[src/bcsh_pkg.sv]
// Shared types, constants and the record builder for the bitrate code sector histogram.
// Used by the core, the result queue and the top level.
package bcsh_pkg;

	localparam int CODE_COUNT  = 6;
	localparam int CNT_W       = 14;
	localparam int WSUM_W      = 16;
	localparam int TRACK_BYTES = 8192;
	localparam int CNT_LIMIT   = (1 << CNT_W) - 1;

	localparam logic [CNT_W-1:0]  CNT_CAP  =
		CNT_W'((TRACK_BYTES < CNT_LIMIT) ? TRACK_BYTES : CNT_LIMIT);
	localparam logic [WSUM_W-1:0] WSUM_CAP = '1;

	localparam logic [7:0] SYNC_BYTE = 8'hFF;
	localparam logic [7:0] END_BYTE  = 8'h55;

	localparam logic KIND_SECTOR = 1'b0;
	localparam logic KIND_TRACK  = 1'b1;

	localparam int FIFO_DEPTH = 4;
	localparam int FIFO_AW    = $clog2(FIFO_DEPTH);
	localparam int FIFO_CW    = $clog2(FIFO_DEPTH + 1);

	// accumulator widths for six counts and their weighted sum (weights 1..6)
	localparam int SUM_ACC_W  = CNT_W + 3;
	localparam int WSUM_ACC_W = CNT_W + 5;

	typedef logic [CODE_COUNT-1:0][CNT_W-1:0] cnt_arr_t;

	typedef struct packed {
		logic              kind;
		cnt_arr_t          counts;
		logic [CNT_W-1:0]  byte_total;
		logic [WSUM_W-1:0] weighted_total;
		logic [CNT_W-1:0]  sync_count;
		logic              bad;
		logic              run_end;
	} rec_t;

	typedef struct packed {
		logic [1:0] num;
		rec_t       rec0;
		rec_t       rec1;
	} push_t;

	function automatic logic [CNT_W-1:0] sat_add(input logic [CNT_W-1:0] a,
			input logic [CNT_W-1:0] b);
		logic [CNT_W:0] s;
		s = {1'b0, a} + {1'b0, b};
		return (s > {1'b0, CNT_CAP}) ? CNT_CAP : s[CNT_W-1:0];
	endfunction

	function automatic rec_t make_record(input logic kind, input cnt_arr_t cnt,
			input logic [CNT_W-1:0] syncs, input logic bad, input logic run_end);
		logic [SUM_ACC_W-1:0]  sum;
		logic [WSUM_ACC_W-1:0] wsum;
		rec_t                  r;
		sum  = '0;
		wsum = '0;
		for (int m = 0; m < CODE_COUNT; m++) begin
			sum  = sum + SUM_ACC_W'(cnt[m]);
			wsum = wsum + WSUM_ACC_W'(cnt[m]) * WSUM_ACC_W'(m + 1);
		end
		r.kind           = kind;
		r.counts         = cnt;
		r.byte_total     = (sum > SUM_ACC_W'(CNT_CAP)) ? CNT_CAP : sum[CNT_W-1:0];
		r.weighted_total = (wsum > WSUM_ACC_W'(WSUM_CAP)) ? WSUM_CAP : wsum[WSUM_W-1:0];
		r.sync_count     = syncs;
		r.bad            = bad;
		r.run_end        = run_end;
		return r;
	endfunction

endpackage

[src/bcsh_in_if.sv]
// Input channel: one dump byte per request, with its last-byte mark.
// Standalone; no package needed.
interface bcsh_in_if;
	logic       valid;
	logic       ready;
	logic [7:0] code_byte;
	logic       final_byte;

	modport source(output valid, code_byte, final_byte, input ready);
	modport sink(input valid, code_byte, final_byte, output ready);
endinterface

[src/bcsh_out_if.sv]
// Output channel: one sector record or track summary per request.
// Standalone; no package needed.
interface bcsh_out_if;
	logic        valid;
	logic        ready;
	logic        record_kind;
	logic [13:0] count_code0;
	logic [13:0] count_code1;
	logic [13:0] count_code2;
	logic [13:0] count_code3;
	logic [13:0] count_code4;
	logic [13:0] count_code5;
	logic [13:0] byte_total;
	logic [15:0] weighted_total;
	logic [13:0] sync_count;
	logic        bad_code_seen;
	logic        run_end;

	modport source(output valid, record_kind, count_code0, count_code1, count_code2,
		count_code3, count_code4, count_code5, byte_total, weighted_total, sync_count,
		bad_code_seen, run_end, input ready);
	modport sink(input valid, record_kind, count_code0, count_code1, count_code2,
		count_code3, count_code4, count_code5, byte_total, weighted_total, sync_count,
		bad_code_seen, run_end, output ready);
endinterface

[src/bcsh_core.sv]
// Input register, histogram state and record generation.
// Depends on bcsh_pkg and bcsh_in_if; pushes up to two records per byte.
module bcsh_core (
	input  logic            clk,
	input  logic            arst_n,
	bcsh_in_if.sink         byte_ch,
	input  logic            room,
	output bcsh_pkg::push_t push
);
	import bcsh_pkg::*;

	logic             s1_valid_q;
	logic [7:0]       s1_byte_s1;
	logic             s1_final_s1;
	cnt_arr_t         sector_q;
	cnt_arr_t         track_q;
	logic [CNT_W-1:0] syncs_q;
	logic             finished_q;
	logic             bad_q;

	logic             process;
	logic             accept;
	logic             is_code;
	logic             is_sync;
	logic             is_end;
	logic             is_bad;
	logic             closes;
	logic [CNT_W-1:0] syncs_n;
	logic             bad_n;
	cnt_arr_t         sector_n;
	cnt_arr_t         track_n;
	rec_t             sect_rec;
	rec_t             sum_rec;

	// queue room is taken from a registered count, so ready never waits on the sink
	assign process       = s1_valid_q && room;
	assign byte_ch.ready = !s1_valid_q || process;
	assign accept        = byte_ch.valid && byte_ch.ready;

	always_comb begin
		is_code = s1_byte_s1 < 8'(CODE_COUNT);
		is_sync = s1_byte_s1 == SYNC_BYTE;
		is_end  = s1_byte_s1 == END_BYTE;
		is_bad  = !is_code && !is_sync && !is_end;
		closes  = is_end || s1_final_s1;
		syncs_n = is_sync ? sat_add(syncs_q, CNT_W'(1)) : syncs_q;
		bad_n   = bad_q | is_bad;
		for (int m = 0; m < CODE_COUNT; m++) begin
			track_n[m] = is_sync ? sat_add(track_q[m], sector_q[m]) : track_q[m];
			if (is_sync)
				sector_n[m] = '0;
			else if (is_code && s1_byte_s1[2:0] == 3'(m))
				sector_n[m] = sat_add(sector_q[m], CNT_W'(1));
			else
				sector_n[m] = sector_q[m];
		end
		sect_rec = make_record(KIND_SECTOR, sector_q, syncs_n, bad_n, !closes);
		sum_rec  = make_record(KIND_TRACK, track_n, syncs_n, bad_n, 1'b1);

		push.num  = 2'd0;
		push.rec0 = sect_rec;
		push.rec1 = sum_rec;
		if (process && !finished_q) begin
			if (is_sync) begin
				push.num = closes ? 2'd2 : 2'd1;
			end else if (closes) begin
				push.num  = 2'd1;
				push.rec0 = sum_rec;
			end
		end
	end

	always_ff @(posedge clk) begin
		if (accept) begin
			s1_byte_s1  <= byte_ch.code_byte;
			s1_final_s1 <= byte_ch.final_byte;
		end
	end

	always_ff @(posedge clk or negedge arst_n) begin
		if (!arst_n) begin
			s1_valid_q <= 1'b0;
			sector_q   <= '0;
			track_q    <= '0;
			syncs_q    <= '0;
			finished_q <= 1'b0;
			bad_q      <= 1'b0;
		end else begin
			s1_valid_q <= accept || (s1_valid_q && !process);
			if (process) begin
				if (s1_final_s1) begin
					// last byte of the dump: start a fresh track
					sector_q   <= '0;
					track_q    <= '0;
					syncs_q    <= '0;
					finished_q <= 1'b0;
					bad_q      <= 1'b0;
				end else if (!finished_q) begin
					sector_q   <= sector_n;
					track_q    <= track_n;
					syncs_q    <= syncs_n;
					bad_q      <= bad_n;
					finished_q <= is_end;
				end
			end
		end
	end

endmodule

[src/bcsh_fifo.sv]
// Result queue: takes up to two records a cycle, hands out one per request.
// Depends on bcsh_pkg and bcsh_out_if.
module bcsh_fifo (
	input  logic            clk,
	input  logic            arst_n,
	input  bcsh_pkg::push_t push,
	output logic            room,
	bcsh_out_if.source      record_ch
);
	import bcsh_pkg::*;

	rec_t               mem_q [FIFO_DEPTH];
	logic [FIFO_AW-1:0] wr_ptr_q;
	logic [FIFO_AW-1:0] rd_ptr_q;
	logic [FIFO_CW-1:0] count_q;
	logic               pop;
	rec_t               head;

	assign room            = count_q <= FIFO_CW'(FIFO_DEPTH - 2);
	assign record_ch.valid = count_q != '0;
	assign pop             = record_ch.valid && record_ch.ready;
	assign head            = mem_q[rd_ptr_q];

	assign record_ch.record_kind    = head.kind;
	assign record_ch.count_code0    = head.counts[0];
	assign record_ch.count_code1    = head.counts[1];
	assign record_ch.count_code2    = head.counts[2];
	assign record_ch.count_code3    = head.counts[3];
	assign record_ch.count_code4    = head.counts[4];
	assign record_ch.count_code5    = head.counts[5];
	assign record_ch.byte_total     = head.byte_total;
	assign record_ch.weighted_total = head.weighted_total;
	assign record_ch.sync_count     = head.sync_count;
	assign record_ch.bad_code_seen  = head.bad;
	assign record_ch.run_end        = head.run_end;

	always_ff @(posedge clk) begin
		if (push.num != 2'd0)
			mem_q[wr_ptr_q] <= push.rec0;
		if (push.num == 2'd2)
			mem_q[FIFO_AW'(wr_ptr_q + 1'b1)] <= push.rec1;
	end

	always_ff @(posedge clk or negedge arst_n) begin
		if (!arst_n) begin
			wr_ptr_q <= '0;
			rd_ptr_q <= '0;
			count_q  <= '0;
		end else begin
			wr_ptr_q <= FIFO_AW'(wr_ptr_q + FIFO_AW'(push.num));
			if (pop)
				rd_ptr_q <= FIFO_AW'(rd_ptr_q + 1'b1);
			count_q <= FIFO_CW'(count_q + FIFO_CW'(push.num) - FIFO_CW'(pop));
		end
	end

endmodule

[src/bitrate_code_sector_histogram.sv]
// Bitrate code histogram over a track dump, one byte per request on byte_ch. Each accepted
// byte lands in an input register and is processed once the queue has room, so a new byte is
// taken every cycle while the queue has room; the records of a byte pass from the input
// register into the queue and are then valid on record_ch. Records wait in a four-entry
// queue; a sync on the last byte produces a sector record and the track summary, two queue
// entries, so a byte held in the input register waits, and byte_ch ready drops, while the
// queue holds more than two records. No clearing pass follows reset.
module bitrate_code_sector_histogram (
	input  logic       clk,
	input  logic       arst_n,
	bcsh_in_if.sink    byte_ch,
	bcsh_out_if.source record_ch
);
	import bcsh_pkg::*;

	push_t push;
	logic  room;

	bcsh_core u_core (
		.clk     (clk),
		.arst_n  (arst_n),
		.byte_ch (byte_ch),
		.room    (room),
		.push    (push)
	);

	bcsh_fifo u_fifo (
		.clk       (clk),
		.arst_n    (arst_n),
		.push      (push),
		.room      (room),
		.record_ch (record_ch)
	);

endmodule

[src/flat_wrapper.sv]
// flat-port wrapper written by rule: the top's interface ports become plain ports
module bitrate_code_sector_histogram_flat import bcsh_pkg::*;
  (clk, arst_n, byte_ch_valid, byte_ch_code_byte, byte_ch_final_byte, byte_ch_ready, record_ch_valid, record_ch_record_kind, record_ch_count_code0, record_ch_count_code1, record_ch_count_code2, record_ch_count_code3, record_ch_count_code4, record_ch_count_code5, record_ch_byte_total, record_ch_weighted_total, record_ch_sync_count, record_ch_bad_code_seen, record_ch_run_end, record_ch_ready);
  bcsh_in_if byte_ch_i ();
  bcsh_out_if record_ch_i ();
  input  logic clk;
  input  logic arst_n;
  input wire logic [$bits(byte_ch_i.valid)-1:0] byte_ch_valid;
  input wire logic [$bits(byte_ch_i.code_byte)-1:0] byte_ch_code_byte;
  input wire logic [$bits(byte_ch_i.final_byte)-1:0] byte_ch_final_byte;
  output wire logic [$bits(byte_ch_i.ready)-1:0] byte_ch_ready;
  output wire logic [$bits(record_ch_i.valid)-1:0] record_ch_valid;
  output wire logic [$bits(record_ch_i.record_kind)-1:0] record_ch_record_kind;
  output wire logic [$bits(record_ch_i.count_code0)-1:0] record_ch_count_code0;
  output wire logic [$bits(record_ch_i.count_code1)-1:0] record_ch_count_code1;
  output wire logic [$bits(record_ch_i.count_code2)-1:0] record_ch_count_code2;
  output wire logic [$bits(record_ch_i.count_code3)-1:0] record_ch_count_code3;
  output wire logic [$bits(record_ch_i.count_code4)-1:0] record_ch_count_code4;
  output wire logic [$bits(record_ch_i.count_code5)-1:0] record_ch_count_code5;
  output wire logic [$bits(record_ch_i.byte_total)-1:0] record_ch_byte_total;
  output wire logic [$bits(record_ch_i.weighted_total)-1:0] record_ch_weighted_total;
  output wire logic [$bits(record_ch_i.sync_count)-1:0] record_ch_sync_count;
  output wire logic [$bits(record_ch_i.bad_code_seen)-1:0] record_ch_bad_code_seen;
  output wire logic [$bits(record_ch_i.run_end)-1:0] record_ch_run_end;
  input wire logic [$bits(record_ch_i.ready)-1:0] record_ch_ready;
  assign byte_ch_i.valid = byte_ch_valid;
  assign byte_ch_i.code_byte = byte_ch_code_byte;
  assign byte_ch_i.final_byte = byte_ch_final_byte;
  assign byte_ch_ready = byte_ch_i.ready;
  assign record_ch_valid = record_ch_i.valid;
  assign record_ch_record_kind = record_ch_i.record_kind;
  assign record_ch_count_code0 = record_ch_i.count_code0;
  assign record_ch_count_code1 = record_ch_i.count_code1;
  assign record_ch_count_code2 = record_ch_i.count_code2;
  assign record_ch_count_code3 = record_ch_i.count_code3;
  assign record_ch_count_code4 = record_ch_i.count_code4;
  assign record_ch_count_code5 = record_ch_i.count_code5;
  assign record_ch_byte_total = record_ch_i.byte_total;
  assign record_ch_weighted_total = record_ch_i.weighted_total;
  assign record_ch_sync_count = record_ch_i.sync_count;
  assign record_ch_bad_code_seen = record_ch_i.bad_code_seen;
  assign record_ch_run_end = record_ch_i.run_end;
  assign record_ch_i.ready = record_ch_ready;
  bitrate_code_sector_histogram u_core (.clk(clk), .arst_n(arst_n), .byte_ch(byte_ch_i), .record_ch(record_ch_i));
endmodule
[config.mk]
export PLATFORM = sky130hd
export DESIGN_NAME = bitrate_code_sector_histogram_flat
export DESIGN_NICKNAME = d
export VERILOG_FILES = /design/src/bcsh_pkg.sv /design/src/bcsh_in_if.sv /design/src/bcsh_out_if.sv /design/src/bcsh_core.sv /design/src/bcsh_fifo.sv /design/src/bitrate_code_sector_histogram.sv /design/src/flat_wrapper.sv
export SDC_FILE = /design/constraint.sdc
export NUM_CORES = 2
export LEC_CHECK = 0
export ABC_AREA = 1
export BUFFER_PORTS_ARGS = -buffer_cell sky130_fd_sc_hd__clkbuf_2
export CAP_MARGIN = 40
export CORE_MARGIN = 10
export CORE_UTILIZATION = 55
export DETAILED_ROUTE_END_ITERATION = 10
export PLACE_DENSITY_LB_ADDON = 0.25
export SKIP_LAST_GASP = 1
export SLEW_MARGIN = 20
export SYNTH_ARGS = -nofsm -noshare
export SYNTH_HDL_FRONTEND = slang
export SYNTH_HIERARCHICAL = 1
export SYNTH_SLANG_ARGS = --single-unit
export TNS_END_PERCENT = 20
[constraint.sdc]
create_clock -name clk -period 16.5 [get_ports clk]
set_input_delay 0 -clock clk [delete_from_list [all_inputs] [get_ports clk]]
set_output_delay 0 -clock clk [all_outputs]
set_load 0.05 [all_outputs]
==> results by group <==
Run status
  • Outcome: complete, no violations

Clock tree
  • CTS max path bufs: 3
  • H-tree Lvls: 3
  • Clock latency on the worst-skew pair: 690 ps
  • Num Clock Sinks: 725
  • Resized cells post-CTS: 0
  • TritonCTS clock tree: yes
  • Post-CTS setup buffers: 0
  • Clock root cell: clkbuf_16
  • CTS Buf Count: 84
  • Clk slew on worst S/H paths: 70 ps
  • # hold bufs at CTS: 14

Power and ir drop
  • Leakage Power: 30.3 nW
  • Maximum vdd drop: 279 uV
  • PD cells: 146 nW/um^2

Synthesis
  • Synth Flop Type: edfxtp_1
  • Cell Area, Synth: 56100 sq um
  • Yosys warns: 6
  • Cells after synthesis: 7243
  • Number of synthesized flops with an enable pin: 533
  • Distinct cells, synth: 62
  • Post-synthesis area per instance: 7.74 sq um
  • Sequential fraction of the synthesis area: 0.371
  • #FFs+latches synth: 725
  • Asr flop ratio synth: 0.265

Place
  • Placed cell area: 58100 sq um
  • Placer congestion estimate: 1.02
  • Port Buffers: 145
  • Hpwl dp: 138000 microns

STA
  • Slew HR: 0.328
  • Final Hold Vio Count: 0
  • Hold WS: 35.4 ps
  • Fmax: 101 MHz
  • Final clock skew: 22.2 ps
  • Slew Limit Fails: 0
  • Endpoints failing setup: 0
  • Final period util: 0.598
  • Unrepaired setup endpoints after global routing: false
  • Setup TNS: 0 ps
  • Post-layout minimum cycle time: 9870 ps
  • Worst-margin pin slew: 998 ps

Global route
  • Grt ovf: 0
  • GRT Total Usage: 0.330
  • Met2 Resource Use GR: 0.495
  • Vias in the first global route: 47700
  • Routing usage on met1: 0.441
  • M3 GR Usage: 0.0851
  • First-pass GRT wire length: 293000 microns
  • Largest net degree at the start of global routing: 211
  • Antenna violations before repair: 6
  • Top Usage Layer GRT: met2

Setup path
  • Worst-case reg-to-reg path depth: 40
  • Reg-to-Reg Start: u_core/u_core/sect_rec[116]
  • Sum of buffers and inverters on the critical path: 7
  • Startpoint types: flop
  • Worst Setup End Kind: flop
  • CP max FO: 16
  • CP delay by family, top: adder cells
  • Setup CP Type: reg2reg
  • Critical Path RT: 16910 ps
  • Worst setup startpoint: u_core/u_core/sect_rec[116]
  • Crit-path slowest cell: o22ai_1
  • R2R setup slack: 6630 ps
  • Worst flop-to-flop path endpoint: u_core/u_fifo/mem_q[3][20]
  • Critical Path Most Common Cell: nand2_1
  • WP data arrival: 10290 ps
  • CP max stage delay: 550 ps

Finish
  • Final nets: 7791
  • Area delta synth->final: 9.07%
  • Most frequent cells in the layout: nand2_1 (2565), inv_1 (886), nand3_1 (562)
  • Finished Cell Area: 61100 sq um
  • Utilization after layout: 0.603
  • Most common cell after layout, fill and taps aside: nand2_1
  • Share of cells above drive strength 1: 0.0729

Detailed routing
  • WL final: 195000 microns
  • Vias per cell: 5.80
  • Wire length per cell: 22.4 microns
  • Final ANT Viol Nets: 0
  • Residual DRC: 0
  • DR pass1 iterations: 6
  • Via count: 50400
  • DR iter-0 viols: 5969

Floorplanning
  • IO Pins: 146
  • Starting density of the core: 0.553
  • Die X: 339 microns
  • Area of the core: 101000 sq um
  • Die ar.: 115000 sq um
  • Height of the die: 339 microns
  • Rows: 117

Min path
  • Worst hold path class: in2async

Job
  • Maxcap violations: 0
==> metal layers <==
layer,part of all wire,vias up,wire length (microns)
li1,-,23200,-
met1,0.39,23800,75300
met2,0.43,3007,84400
met3,0.13,483,25200
met4,0.052,2,10100
met5,0.000056,-,11
==> per-stage QoR <==
stage,worst slack (ps),cells,power (mW)
global placement,6650,8480,6.81
global route,6210,8693,9.35
floorplan,8440,7244,5.46
detailed placement,6790,8513,6.92
finish,6630,8698,8.92
CTS,6720,8680,8.84
==> worst max-delay path by stage <==
stage / endpoint / depth (start not counted)
final: u_core/u_fifo/mem_q[3][20] / 40
after global routing: u_core/u_fifo/mem_q[1][30] / 40
after CTS: u_core/u_fifo/mem_q[3][20] / 39
after detailed placement: u_core/u_fifo/mem_q[3][20] / 39
after global placement: u_core/u_fifo/mem_q[1][20] / 39
after floorplan: u_core/u_fifo/mem_q[0][19] / 39
==> cell type report <==
cell class | count | area (sq um)
Tap cell | 1368 | 1710
Fill cell | 8959 | 40300
Sequential cell | 725 | 20800
Antenna cell | 5 | 12.5
Inverter | 908 | 3420
Timing Repair Buffer | 287 | 2260
Clock inverter | 40 | 479
Multi-Input combinational cell | 5252 | 30200
Clock buffer | 113 | 2260
==> where the power goes <==
| part | total (mW) | internal [mW] | switching (mW) |
|---|---|---|---|
| clock | 1.92 | 1.12 | 0.796 |
| sequential | 2.48 | 2.37 | 0.114 |
| combinational | 4.52 | 1.08 | 3.44 |
==> cell usage after synthesis (12+ instances only) <==
master    instances  area [sq um]
a21oi_1         138           691
a31oi_1          15          93.8
buf_1            31           116
buf_2           160           801
buf_4            44           330
clkbuf_1        121           454
dfrtp_1         192          4800
edfxtp_1        533         16000
fa_1            285          5710
ha_1            235          2940
inv_1           887          3330
inv_2            21          78.8
nand2_1        2570          9650
nand2_2          31           194
nand3_1         562          2810
nand3b_1         13          97.6
nand4_1          46           288
nor2_1          452          1700
nor2_2           16           100
nor3_1           38           190
nor4_1           15          93.8
o21ai_0         412          2060
o21ai_1          17          85.1
o21bai_1         16           120
o22ai_1          75           469
o32ai_1          12           105
xnor2_1          46           403
xor2_1          138          1210
==> flip-flops by register name, summed over array words and instances (netlist names) <==
signal and count:
u_core/u_core/finished_q 1, u_core/u_core/bad_q 1, u_core/u_fifo/mem_q 524, u_core/u_fifo/rd_ptr_q 2, u_core/u_fifo/wr_ptr_q 2, u_core/u_core/s1_valid_q 1, u_core/u_core/track_q 84, u_core/u_fifo/count_q 3
u_core/u_core/s1_byte_s1 8, u_core/u_core/sect_rec 84, u_core/u_core/s1_final_s1 1, u_core/u_core/syncs_q 14
==> kinds of logic after synthesis <==
logic type,Yosys count,synth area share
other,1,0.0000669
adders and majority gates,520,0.154
DFF,725,0.371
AOI/OAI and AO/OA,753,0.0756
and+or+nand+nor,3792,0.278
buffers and inverters,1267,0.0917
xor gates and xnor gates,185,0.0290
==> tightest hold or removal path, delay by kind of cell <==
| family | cells | cell delay (ps) |
|---|---|---|
| buf+inv | 3 | 1090 |
No activity file was read; power rests on OpenSTA's default activity.
